**config.mk**
```make
export PLATFORM = sky130hd
export DESIGN_NAME = compass_heading_min_max_calibrated_unit
export DESIGN_NICKNAME = d
export VERILOG_FILES = /design/src/rtl/cmh_pkg.sv /design/src/rtl/compass_heading_min_max_calibrated_unit.sv /design/src/rtl/cmh_front.sv /design/src/rtl/cmh_queue.sv /design/src/rtl/cmh_back.sv
export SDC_FILE = /design/constraint.sdc
export NUM_CORES = 2
export LEC_CHECK = 0
export BUFFER_PORTS_ARGS = -buffer_cell sky130_fd_sc_hd__buf_2
export CAP_MARGIN = 15
export CORE_MARGIN = 5
export CORE_UTILIZATION = 64
export DETAILED_ROUTE_END_ITERATION = 7
export PLACE_DENSITY = 0.8
export SLEW_MARGIN = 0
export SYNTH_ARGS = -nofsm -noshare
export SYNTH_HDL_FRONTEND = slang
export SYNTH_SLANG_ARGS = --single-unit
```
**constraint.sdc**
```tcl
create_clock -name clk -period 14.94 [get_ports clk]
set_input_delay 4.482 -clock clk [delete_from_list [all_inputs] [get_ports clk]]
set_output_delay 4.482 -clock clk [all_outputs]
set_load 0.01 [all_outputs]
```
**src/rtl/cmh_pkg.sv**
```systemverilog
// ---------------------------------------------------------------------------
// cmh_pkg: shared types and constants for the calibrated compass heading unit
// Widths, CORDIC step count, arctangent table and the queue entry format.
// ---------------------------------------------------------------------------
package cmh_pkg;

	// CORDIC iteration count (12..32)
	localparam int CORDIC_STEPS = 20;
	localparam int ITER_W       = (CORDIC_STEPS > 1) ? $clog2(CORDIC_STEPS) : 1;

	// datapath widths
	localparam int SAMPLE_W = 16;   // raw axis sample
	localparam int DIFF_W   = 18;   // recentred sample
	localparam int SPAN_W   = 17;   // max - min
	localparam int PROD_W   = 36;   // cross-scaled vector component
	localparam int ZW       = 26;   // angle accumulator, signed Q.16 degrees
	localparam int HEAD_W   = 9;    // whole-degree heading

	// angle constants in Q.16 degrees
	localparam logic signed [ZW-1:0] DEG_HALF    = ZW'(180 * 65536);
	localparam logic signed [ZW-1:0] DEG_QUARTER = ZW'(90 * 65536);
	localparam logic [HEAD_W:0]      FULL_TURN   = (HEAD_W + 1)'(360);

	// item classification produced by the front end
	localparam logic [1:0] KIND_CLEAR = 2'd0;   // bounds cleared, empty result
	localparam logic [1:0] KIND_WAIT  = 2'd1;   // a span still zero, empty result
	localparam logic [1:0] KIND_CALC  = 2'd2;   // heading to be computed

	// queue between front and back
	localparam int QUEUE_DEPTH = 2;
	localparam int QPTR_W      = (QUEUE_DEPTH > 1) ? $clog2(QUEUE_DEPTH) : 1;
	localparam int QCNT_W      = $clog2(QUEUE_DEPTH + 1);

	typedef struct packed {
		logic [1:0]               kind;
		logic signed [DIFF_W-1:0] dx;
		logic signed [DIFF_W-1:0] dy;
		logic [SPAN_W-1:0]        span_x;
		logic [SPAN_W-1:0]        span_y;
	} cmh_entry_t;

	// atan(2^-i) in degrees, Q.16, rounded to nearest
	function automatic logic signed [ZW-1:0] atan_q16(input logic [4:0] idx);
		logic signed [ZW-1:0] v;
		case (idx)
			5'd0:    v = ZW'(2949120);
			5'd1:    v = ZW'(1740967);
			5'd2:    v = ZW'(919879);
			5'd3:    v = ZW'(466945);
			5'd4:    v = ZW'(234379);
			5'd5:    v = ZW'(117304);
			5'd6:    v = ZW'(58666);
			5'd7:    v = ZW'(29335);
			5'd8:    v = ZW'(14668);
			5'd9:    v = ZW'(7334);
			5'd10:   v = ZW'(3667);
			5'd11:   v = ZW'(1833);
			5'd12:   v = ZW'(917);
			5'd13:   v = ZW'(458);
			5'd14:   v = ZW'(229);
			5'd15:   v = ZW'(115);
			5'd16:   v = ZW'(57);
			5'd17:   v = ZW'(29);
			5'd18:   v = ZW'(14);
			5'd19:   v = ZW'(7);
			5'd20:   v = ZW'(4);
			5'd21:   v = ZW'(2);
			5'd22:   v = ZW'(1);
			default: v = '0;
		endcase
		return v;
	endfunction

endpackage

```
**src/rtl/compass_heading_min_max_calibrated_unit.sv**
```systemverilog
// ---------------------------------------------------------------------------
// compass_heading_min_max_calibrated_unit: calibrated two-axis compass heading
// Clear/not-ready items, and items whose recentred X or Y is zero, bypass the rotator.
// The shared CORDIC rotator takes a new heading only after the previous one is done.
// Reset: asynchronous, clears calibration bounds, queue, sequencer and output valid.
// ---------------------------------------------------------------------------
module compass_heading_min_max_calibrated_unit import cmh_pkg::*; (
	input  logic                       clk,
	input  logic                       arst_n,
	input  logic                       in_valid,
	output logic                       in_stall,
	input  logic                       mode,
	input  logic signed [SAMPLE_W-1:0] x_sample,
	input  logic signed [SAMPLE_W-1:0] y_sample,
	output logic                       out_valid,
	input  logic                       out_stall,
	output logic [HEAD_W-1:0]          heading_deg,
	output logic                       ready_res
);

	logic       push, pop, q_full, q_empty;
	cmh_entry_t push_entry, pop_entry;

	assign in_stall = q_full;

	// front end: bounds and classification
	cmh_front u_front (
		.clk      (clk),
		.arst_n   (arst_n),
		.in_valid (in_valid),
		.q_full   (q_full),
		.mode     (mode),
		.x_sample (x_sample),
		.y_sample (y_sample),
		.push     (push),
		.entry    (push_entry)
	);

	// decoupling queue
	cmh_queue u_queue (
		.clk        (clk),
		.arst_n     (arst_n),
		.push       (push),
		.push_entry (push_entry),
		.pop        (pop),
		.pop_entry  (pop_entry),
		.full       (q_full),
		.empty      (q_empty)
	);

	// back end: scaling, CORDIC, result transaction
	cmh_back u_back (
		.clk         (clk),
		.arst_n      (arst_n),
		.q_empty     (q_empty),
		.q_entry     (pop_entry),
		.pop         (pop),
		.out_valid   (out_valid),
		.out_stall   (out_stall),
		.heading_deg (heading_deg),
		.ready_res   (ready_res)
	);

endmodule

```
**src/rtl/cmh_front.sv**
```systemverilog
// ---------------------------------------------------------------------------
// cmh_front: calibration bounds and item classification
// Widens the running min/max per axis (or clears them on a clear item), recentres
// the sample and emits a classified entry toward the queue.
// ---------------------------------------------------------------------------
module cmh_front import cmh_pkg::*; (
	input  logic                       clk,
	input  logic                       arst_n,
	input  logic                       in_valid,
	input  logic                       q_full,
	input  logic                       mode,
	input  logic signed [SAMPLE_W-1:0] x_sample,
	input  logic signed [SAMPLE_W-1:0] y_sample,
	output logic                       push,
	output cmh_entry_t                 entry
);

	logic signed [SAMPLE_W-1:0] x_min_q, x_max_q, y_min_q, y_max_q;
	logic signed [SAMPLE_W-1:0] nx_min, nx_max, ny_min, ny_max;
	logic signed [SAMPLE_W:0]   sum_x, sum_y, mean_x, mean_y;
	logic                       spans_ok;

	assign push = in_valid && !q_full;

	// widened bounds
	assign nx_min = (x_sample < x_min_q) ? x_sample : x_min_q;
	assign nx_max = (x_sample > x_max_q) ? x_sample : x_max_q;
	assign ny_min = (y_sample < y_min_q) ? y_sample : y_min_q;
	assign ny_max = (y_sample > y_max_q) ? y_sample : y_max_q;

	assign spans_ok = (nx_min != nx_max) && (ny_min != ny_max);

	// mean of bounds, truncated toward zero
	assign sum_x  = (SAMPLE_W + 1)'(nx_max) + (SAMPLE_W + 1)'(nx_min);
	assign sum_y  = (SAMPLE_W + 1)'(ny_max) + (SAMPLE_W + 1)'(ny_min);
	assign mean_x = (sum_x + $signed({{SAMPLE_W{1'b0}}, sum_x[SAMPLE_W]})) >>> 1;
	assign mean_y = (sum_y + $signed({{SAMPLE_W{1'b0}}, sum_y[SAMPLE_W]})) >>> 1;

	// entry toward the back end
	always_comb begin
		entry.dx     = DIFF_W'(x_sample) - DIFF_W'(mean_x);
		entry.dy     = DIFF_W'(y_sample) - DIFF_W'(mean_y);
		entry.span_x = SPAN_W'(nx_max) - SPAN_W'(nx_min);
		entry.span_y = SPAN_W'(ny_max) - SPAN_W'(ny_min);
		if (mode)
			entry.kind = KIND_CLEAR;
		else if (spans_ok)
			entry.kind = KIND_CALC;
		else
			entry.kind = KIND_WAIT;
	end

	// bounds registers
	always_ff @(posedge clk or negedge arst_n) begin
		if (!arst_n) begin
			x_min_q <= '0;
			x_max_q <= '0;
			y_min_q <= '0;
			y_max_q <= '0;
		end else if (push) begin
			if (mode) begin
				x_min_q <= '0;
				x_max_q <= '0;
				y_min_q <= '0;
				y_max_q <= '0;
			end else begin
				x_min_q <= nx_min;
				x_max_q <= nx_max;
				y_min_q <= ny_min;
				y_max_q <= ny_max;
			end
		end
	end

endmodule

```
**src/rtl/cmh_queue.sv**
```systemverilog
// ---------------------------------------------------------------------------
// cmh_queue: short entry queue between front and back
// Small circular buffer; front pushes when not full, back pops when not empty.
// ---------------------------------------------------------------------------
module cmh_queue import cmh_pkg::*; (
	input  logic       clk,
	input  logic       arst_n,
	input  logic       push,
	input  cmh_entry_t push_entry,
	input  logic       pop,
	output cmh_entry_t pop_entry,
	output logic       full,
	output logic       empty
);

	cmh_entry_t        mem_q [QUEUE_DEPTH];
	logic [QPTR_W-1:0] wr_ptr_q, rd_ptr_q;
	logic [QCNT_W-1:0] count_q;

	assign full      = (count_q == QCNT_W'(QUEUE_DEPTH));
	assign empty     = (count_q == '0);
	assign pop_entry = mem_q[rd_ptr_q];

	// storage
	always_ff @(posedge clk) begin
		if (push)
			mem_q[wr_ptr_q] <= push_entry;
	end

	// pointers and fill count
	always_ff @(posedge clk or negedge arst_n) begin
		if (!arst_n) begin
			wr_ptr_q <= '0;
			rd_ptr_q <= '0;
			count_q  <= '0;
		end else begin
			if (push)
				wr_ptr_q <= (wr_ptr_q == QPTR_W'(QUEUE_DEPTH - 1)) ? '0 : wr_ptr_q + 1'b1;
			if (pop)
				rd_ptr_q <= (rd_ptr_q == QPTR_W'(QUEUE_DEPTH - 1)) ? '0 : rd_ptr_q + 1'b1;
			if (push && !pop)
				count_q <= count_q + 1'b1;
			else if (pop && !push)
				count_q <= count_q - 1'b1;
		end
	end

endmodule

```
**src/rtl/cmh_back.sv**
```systemverilog
// ---------------------------------------------------------------------------
// cmh_back: cross-scaling, iterative CORDIC and heading output register
// Pops one entry; for a heading item it scales the vector and, unless an axis is
// zero, rotates it one step per cycle; then drives the result transaction.
// ---------------------------------------------------------------------------
module cmh_back import cmh_pkg::*; (
	input  logic              clk,
	input  logic              arst_n,
	input  logic              q_empty,
	input  cmh_entry_t        q_entry,
	output logic              pop,
	output logic              out_valid,
	input  logic              out_stall,
	output logic [HEAD_W-1:0] heading_deg,
	output logic              ready_res
);

	localparam logic [2:0] ST_IDLE = 3'd0;
	localparam logic [2:0] ST_MUL  = 3'd1;
	localparam logic [2:0] ST_PRE  = 3'd2;
	localparam logic [2:0] ST_ROT  = 3'd3;
	localparam logic [2:0] ST_FIN  = 3'd4;

	logic [2:0]               state_q;
	logic                     calc_q;
	logic signed [DIFF_W-1:0] dx_q, dy_q;
	logic [SPAN_W-1:0]        span_x_q, span_y_q;
	logic signed [PROD_W-1:0] vx_q, vy_q, prod_x, prod_y, sx, sy;
	logic signed [ZW-1:0]     z_q, z_clamp, z_mag;
	logic [ITER_W-1:0]        cnt_q;
	logic [HEAD_W:0]          whole, head_full;
	logic                     out_free;
	logic                     out_valid_q;
	logic [HEAD_W-1:0]        heading_q;
	logic                     ready_q;

	assign out_valid   = out_valid_q;
	assign heading_deg = heading_q;
	assign ready_res   = ready_q;
	assign out_free    = !out_valid_q || !out_stall;
	assign pop         = (state_q == ST_IDLE) && !q_empty;

	// cross-scaled vector: (dx * span_y, dy * span_x)
	assign prod_x = dx_q * $signed({1'b0, span_y_q});
	assign prod_y = dy_q * $signed({1'b0, span_x_q});

	// CORDIC shifted terms
	assign sx = vx_q >>> cnt_q;
	assign sy = vy_q >>> cnt_q;

	// clamp, truncate toward zero, fold into 1..360
	always_comb begin
		if (z_q > DEG_HALF)
			z_clamp = DEG_HALF;
		else if (z_q < -DEG_HALF)
			z_clamp = -DEG_HALF;
		else
			z_clamp = z_q;
		z_mag = z_clamp[ZW-1] ? -z_clamp : z_clamp;
		whole = z_mag[ZW-1:16];
		if (z_clamp[ZW-1] || whole == '0)
			head_full = FULL_TURN - whole;
		else
			head_full = whole;
	end

	// sequencer and datapath
	always_ff @(posedge clk or negedge arst_n) begin
		if (!arst_n) begin
			state_q <= ST_IDLE;
			cnt_q   <= '0;
			calc_q  <= 1'b0;
		end else begin
			case (state_q)
				ST_IDLE: begin
					if (!q_empty) begin
						calc_q  <= (q_entry.kind == KIND_CALC);
						state_q <= (q_entry.kind == KIND_CALC) ? ST_MUL : ST_FIN;
					end
				end
				ST_MUL: begin
					state_q <= ST_PRE;
				end
				ST_PRE: begin
					cnt_q <= '0;
					if (vy_q == '0 || vx_q == '0)
						state_q <= ST_FIN;
					else
						state_q <= ST_ROT;
				end
				ST_ROT: begin
					cnt_q <= cnt_q + 1'b1;
					if (cnt_q == ITER_W'(CORDIC_STEPS - 1))
						state_q <= ST_FIN;
				end
				ST_FIN: begin
					if (out_free)
						state_q <= ST_IDLE;
				end
				default: begin
					state_q <= ST_IDLE;
				end
			endcase
		end
	end

	// payload registers of the rotator
	always_ff @(posedge clk) begin
		case (state_q)
			ST_IDLE: begin
				dx_q     <= q_entry.dx;
				dy_q     <= q_entry.dy;
				span_x_q <= q_entry.span_x;
				span_y_q <= q_entry.span_y;
			end
			ST_MUL: begin
				vx_q <= prod_x;
				vy_q <= prod_y;
			end
			ST_PRE: begin
				if (vy_q == '0) begin
					z_q <= vx_q[PROD_W-1] ? DEG_HALF : '0;
				end else if (vx_q == '0) begin
					z_q <= vy_q[PROD_W-1] ? -DEG_QUARTER : DEG_QUARTER;
				end else if (vx_q[PROD_W-1]) begin
					// left half plane: rotate by a half turn first
					z_q  <= vy_q[PROD_W-1] ? -DEG_HALF : DEG_HALF;
					vx_q <= -vx_q;
					vy_q <= -vy_q;
				end else begin
					z_q <= '0;
				end
			end
			ST_ROT: begin
				if (vy_q > 0) begin
					vx_q <= vx_q + sy;
					vy_q <= vy_q - sx;
					z_q  <= z_q + atan_q16(5'(cnt_q));
				end else begin
					vx_q <= vx_q - sy;
					vy_q <= vy_q + sx;
					z_q  <= z_q - atan_q16(5'(cnt_q));
				end
			end
			default: begin
			end
		endcase
	end

	// result output register
	always_ff @(posedge clk or negedge arst_n) begin
		if (!arst_n) begin
			out_valid_q <= 1'b0;
		end else if (state_q == ST_FIN && out_free) begin
			out_valid_q <= 1'b1;
		end else if (!out_stall) begin
			out_valid_q <= 1'b0;
		end
	end

	always_ff @(posedge clk) begin
		if (state_q == ST_FIN && out_free) begin
			heading_q <= calc_q ? head_full[HEAD_W-1:0] : '0;
			ready_q   <= calc_q;
		end
	end

endmodule

```
Yosys cells after proc, flatten, opt, wreduce, memory -nomap -nowiden
Memory sizes are Yosys's and may differ from the RTL's.
Index checks and enable logic that the tools add are counted.
{"block": "classes", "n_addsub": 23, "n_mul": 2, "magnitude_cmp": 7, "eq_ne": 16, "shifts": 2, "n_mux": 51, "bitwise_logic": 1, "n_reduce_logical": 27}
{"op": "two-way mux 26 bit", "n": 13}
{"op": "two-way mux 36 bit", "n": 8}
{"op": "one-hot mux 36 bit (3 select lines)", "n": 2}
{"op": "two-way mux 16 bit", "n": 8}
{"op": "adder 36 bit", "n": 2}
{"op": "logical NOT 36 bit", "n": 2}
{"op": "multiplier 18 x 18 -> 36 bit", "n": 2}
{"op": "negator 36 bit", "n": 2}
{"op": ">>> shifter 36 x 5 -> 36 bit", "n": 2}
{"op": "subtractor 36 bit", "n": 2}
{"op": "subtractor 16 x 16 -> 17 bit", "n": 4}
{"op": "one-hot mux 26 bit (2 select lines)", "n": 1}
{"op": "> comparator 36 x 1 -> 1 bit (second input constant)", "n": 1}
{"op": "adder 16 x 16 -> 17 bit", "n": 2}
{"op": "adder 17 x 2 -> 17 bit", "n": 2}
{"op": "> comparator 16 bit", "n": 2}
{"op": "less-than comparator 16 bit", "n": 2}
{"op": "inequality test 16 bit", "n": 2}
{"op": "adder 26 bit", "n": 1}
{"op": "> comparator 26 x 25 -> 1 bit (second input constant)", "n": 1}
{"op": "less-than comparator 26 x 25 -> 1 bit (second input constant)", "n": 1}
{"op": "negator 26 bit", "n": 1}
{"op": "subtractor 26 bit", "n": 1}
{"op": "two-way mux 24 bit", "n": 1}
{"op": "other kinds (30)", "n": 64}
{"block": "word_totals", "regBits": 256, "mem_bits_rw": 144, "romBits": 1408, "input_bits": 37, "output_inout_bits": 12, "elab_cells": 153, "mem_count": 3}
{"name": "(name not given)", "words": 32, "width": 22, "rd": 1, "rd_clocked_by_memory_dff": 0, "wr": 0, "line_no": "cmh_pkg.sv:45", "source": "case (idx)"}
{"name": "(name not given)", "words": 32, "width": 22, "rd": 1, "rd_clocked_by_memory_dff": 0, "wr": 0, "line_no": "cmh_pkg.sv:45"}
{"name": "u_queue.mem_q", "words": 2, "width": 72, "rd": 1, "rd_clocked_by_memory_dff": 0, "wr": 1, "line_no": "cmh_queue.sv:16", "source": "cmh_entry_t mem_q [QUEUE_DEPTH];"}

Logic depth before layout (Yosys ltp)
{"block": "logic_depth", "word_depth": 8, "mapped_depth": 41, "mapped_depth_nobuf": 38}

Cells and area by module
Synthesis repeated with hierarchy kept, for this count alone.
{"block": "unflattened", "cells_unflattened": 6549, "area_unflattened_um2": 60987.2}
{"module": "cmh_back", "n_inst": 1, "cells_per_inst": 5093, "area_per_inst_um2": 45189.6, "seq_area_each_um2": 5595.4}
{"module": "cmh_front", "n_inst": 1, "cells_per_inst": 1216, "area_per_inst_um2": 10065.9, "seq_area_each_um2": 1601.5}
{"module": "cmh_queue", "n_inst": 1, "cells_per_inst": 240, "area_per_inst_um2": 5731.7, "seq_area_each_um2": 4424.2}

Least setup slack after synthesis
Ideal clock, no wire load.
{"block": "synth_path", "path_kind": "input to register", "startpoint": "in y_sample[1]", "endpoint": "mem u_queue.mem_q[0][48] in the netlist's numbering, data pin", "setup_time_ns": 0.273, "arrival_time_ns": 11.535, "t_required_ns": 14.667, "setup_slack_ns": 3.131, "stages": 36, "n_path_buf": 3, "cell_sequence": "ha_1 > a21o_1 > a21o_1 > a21o_1 > a21oi_1 > nor2b_1 > o211ai_1 > a211oi_1 > o22ai_1 > clkbuf_1 > mux2i_1 > inv_1 > ha_1 > clkbuf_1 > a21o_1 > nand4_1 > and3_1 > o31ai_1 > a21oi_1 > o21ai_0 > nand4_1 > and3_1 > clkbuf_1 > ha_1 > xnor2_1 > fa_1 > a21o_1 > a21oi_1 > o21ai_0 > a21oi_1 > nor2b_1 > o21a_1 > o31ai_1 > a21oi_1 > a2111oi_0 > nor3_1"}
{"item": "start, declared", "line_no": "compass_heading_min_max_calibrated_unit.sv:14", "source": "input logic signed [SAMPLE_W-1:0] y_sample,"}
{"item": "end, declared", "line_no": "cmh_queue.sv:16"}

==> results.py <==
metrics = {
    "place": {
        "io_buffers": 48,
        "dp_hpwl_um": 125700,
        "gp_congestion": 1.053,
    },
    "cts": {
        "clock_latency_ns": 0.67,
        "clock_sinks": 394,
        "numCtsBuffers": 47,
        "cts_setup_buffers": 0,
        "cts_resized": 0,
        "clk_pin_slew_ns": 0.06,
        "cts_htree_levels": 2,
        "cts_max_path_buffers": 3,
        "root_buffer": "clkbuf_16",
        "cts_tree": "built",
        "cts_hold_buf": 0,
    },
    "timing": {
        "finalSetupTns_ns": 0,
        "setup_viol": 0,
        "skew_ns": 0.05112,
        "drv_slew": 0,
        "max-slew-margin-rel_pct": 26.77,
        "rsz0062_at_grt": "false",
        "worstMarginPinSlew_ns": 1.094,
        "layout_min_cycle_time_ns": 12.67,
        "max_freq_mhz": 78.94,
        "fin_crit_sh_pct": 84.79,
        "hold_viol": 0,
    },
    "layout": {
        "syn_to_final_growth_pct": 4.151,
        "fin_nets": 7187,
        "drive_gt1_share_pct": 7.567,
    },
    "grt": {
        "grt_util_met2_pct": 53.27,
        "use_met3_pct": 8.412,
        "antenna_found_initial": 4,
        "gr-max-usage-layer": "met2",
        "met1_usage_pct": 44.63,
        "track_usage_pct": 33.43,
        "overflow": 0,
        "grt_pass1_vias": 47250,
        "grt_pass1_wl_um": 260300,
        "grt_max_degree": 71,
    },
    "floorplan": {
        "die-area_um2": 96780,
        "die_x_um": 311.1,
        "die_h_um": 311.1,
        "rows": 110,
        "start_util_pct": 64.46,
        "coreArea_um2": 90010,
        "io_pins": 49,
    },
    "synth": {
        "syn-num-nets": 7351,
        "synth_cell_types": 97,
        "synth_most_common_cell": "inv_1",
        "syn_avg_cell_area_um2": 9.273,
        "ys_ff_latch": 394,
        "synth_edf_count": 316,
        "synth_top_area_share_pct": 21.01,
        "synth_top_cell_by_area": "fa_1",
        "synth.area.top_cells": "fa_1 21%, edfxtp_1 16%, ha_1 9.7%",
        "yosys_warnings": 0,
        "seq_area_frac_synth_pct": 19.72,
        "synthFlopType": "edfxtp_1",
        "ys_top_cells_by_count": "875 x inv_1, 609 x fa_1, 584 x nand2_1, 448 x ha_1, 343 x nor2_1",
        "synth_cells": 6257,
        "ys_async_sr_fraction_pct": 19.80,
        "synth.cell_area_um2": 58020,
    },
    "worst_setup_path": {
        "worstPathArrival_ns": 13.04,
        "endpoint_kind": "register",
        "r2r-end": "u_queue.mem_q[1][69]",
        "required_ns": 15.32,
        "worst_path_largest_cell_delay_ns": 0.68,
        "ff2ff_setup_slack_ns": 5.87,
        "r2r_cells": 35,
        "critPathCapture": "u_queue.mem_q[1][69]",
        "path_class": "in2reg",
        "startpoint": "x_sample[1]",
        "slowest_stage": "a41o_1",
        "timing.rr.start": "u_front.x_max_q[1]",
        "path_max_fanout": 20,
        "start_kind": "primary input",
    },
    "hold_path": {
        "holdCritPathClass": "reg2reg",
    },
    "route": {
        "via_per_inst": 6.361,
        "wl_um": 162700,
        "drc_errors": 0,
        "num_vias": 46490,
        "dr.pass1.iters": 8,
        "wire_per_inst_um": 22.26,
        "drtIter0Drc": 4449,
        "postRouteAntennaNets": 0,
    },
    "outcome": {
        "outcome": "completed",
    },
    "run": {
        "maxCapViolations": 0,
    },
}
==> registers in the layout, indices dropped and copies added, names as in the netlist, 2 cells and up <==
register,flops
u_queue.count_q,2
u_back.dy_q,17
u_front.x_min_q,16
u_back.vx_q,36
u_back.cnt_q,5
u_back.dx_q,17
u_back.heading_deg,9
u_front.y_min_q,16
u_queue.mem_q,140
u_back.span_y_q,17
u_back.span_x_q,17
u_front.x_max_q,16
u_back.vy_q,36
u_front.y_max_q,16
u_back.state_q,3
u_back.z_q,26
==> kinds of logic after synthesis <==
| family | after synthesis | share of synthesized area [%] |
|---|---|---|
| AO/OA/AOI/OAI | 1161 | 13.21 |
| XOR/XNOR | 390 | 5.887 |
| adder cells (fa/ha/maj) | 1057 | 30.67 |
| buffers and inverters | 1189 | 7.974 |
| flip-flops | 394 | 19.72 |
| multiplexers | 333 | 8.003 |
| AND/OR/NAND/NOR | 1733 | 14.53 |
==> placed cells by master (no fill, tap or decap), types with 35 or more instances in the layout <==
| master | count |
|---|---|
| nor2_1 | 339 |
| a21oi_1 | 303 |
| xnor2_1 | 243 |
| fa_1 | 609 |
| and2_1 | 267 |
| nor2b_1 | 53 |
| ha_1 | 448 |
| clkbuf_16 | 47 |
| o21ai_0 | 215 |
| mux2i_1 | 108 |
| a211oi_1 | 45 |
| edfxtp_1 | 316 |
| or3_1 | 35 |
| nor3_1 | 99 |
| o22ai_1 | 45 |
| mux4_2 | 87 |
| o21a_1 | 45 |
| a21o_1 | 113 |
| dfrtp_1 | 71 |
| nand2b_1 | 70 |
| nand4_1 | 43 |
| nand2_1 | 583 |
| a22o_1 | 55 |
| mux2_2 | 134 |
| buf_2 | 47 |
| buf_4 | 48 |
| nand3_1 | 92 |
| and3_1 | 35 |
| xor2_1 | 147 |
| inv_1 | 874 |
==> layer usage <==
| layer | vias up | share of wire [%] | routed length, µm |
|---|---|---|---|
| li1 | 20930 | - | - |
| met1 | 22920 | 40 | 65640 |
| met2 | 2220 | 45 | 73760 |
| met3 | 421 | 10 | 16200 |
| met4 | 4 | 4.3 | 7036 |
| met5 | - | 0.041 | 66 |
==> cell type report <==
type	count	area, µm²
antenna	1	2.502
clock buffer	51	1191
clock inverter	37	392.9
fill	7100	29580
inverter	881	3307
multi-input combinational	4674	42010
sequential	394	11460
tap	1176	1471
timing repair buffer	95	595.6
==> how the worst min path moves through the flow <==
stage                       startpoint                  to  slack (ns)  cells after the start
floorplan                u_back.calc_q    u_back.ready_res        0.46                      0
global placement    u_queue.count_q[1]  u_queue.count_q[1]        0.48                      1
detailed placement  u_queue.count_q[1]  u_queue.count_q[1]        0.48                      1
CTS                 u_queue.count_q[1]  u_queue.count_q[1]        0.49                      1
global route        u_queue.count_q[1]  u_queue.count_q[1]        0.50                      1
finish              u_queue.count_q[1]  u_queue.count_q[1]        0.49                      1
==> critical path: cells and delay by family <==
kind | cells | cell delay [ns]
AO/OA/AOI/OAI | 16 | 4.35
adder cells (fa/ha/maj) | 5 | 1.62
multiplexers | 1 | 0.20
buffers and inverters | 2 | 0.27
XOR/XNOR | 1 | 0.15
AND/OR/NAND/NOR | 10 | 1.96
==> per-stage QoR <==
stage / instance area, µm² / utilization, % / hold slack [ns] / setup WS [ns] / std cells
floorplan: 58020 / - / 0.4608 / 3.131 / 6257
global placement: 58840 / 65.37 / 0.4812 / 1.793 / 7219
detailed placement: 58840 / 65.37 / 0.4826 / 1.758 / 7219
CTS: 60420 / 67.13 / 0.4926 / 2.391 / 7307
global route: 60430 / 67.13 / 0.5030 / 1.555 / 7308
finish: 60430 / 67.14 / 0.4919 / 2.272 / 7309
Power is not shown: default switching activity piles up to over one toggle a cycle in this logic, so the estimate is an artifact.
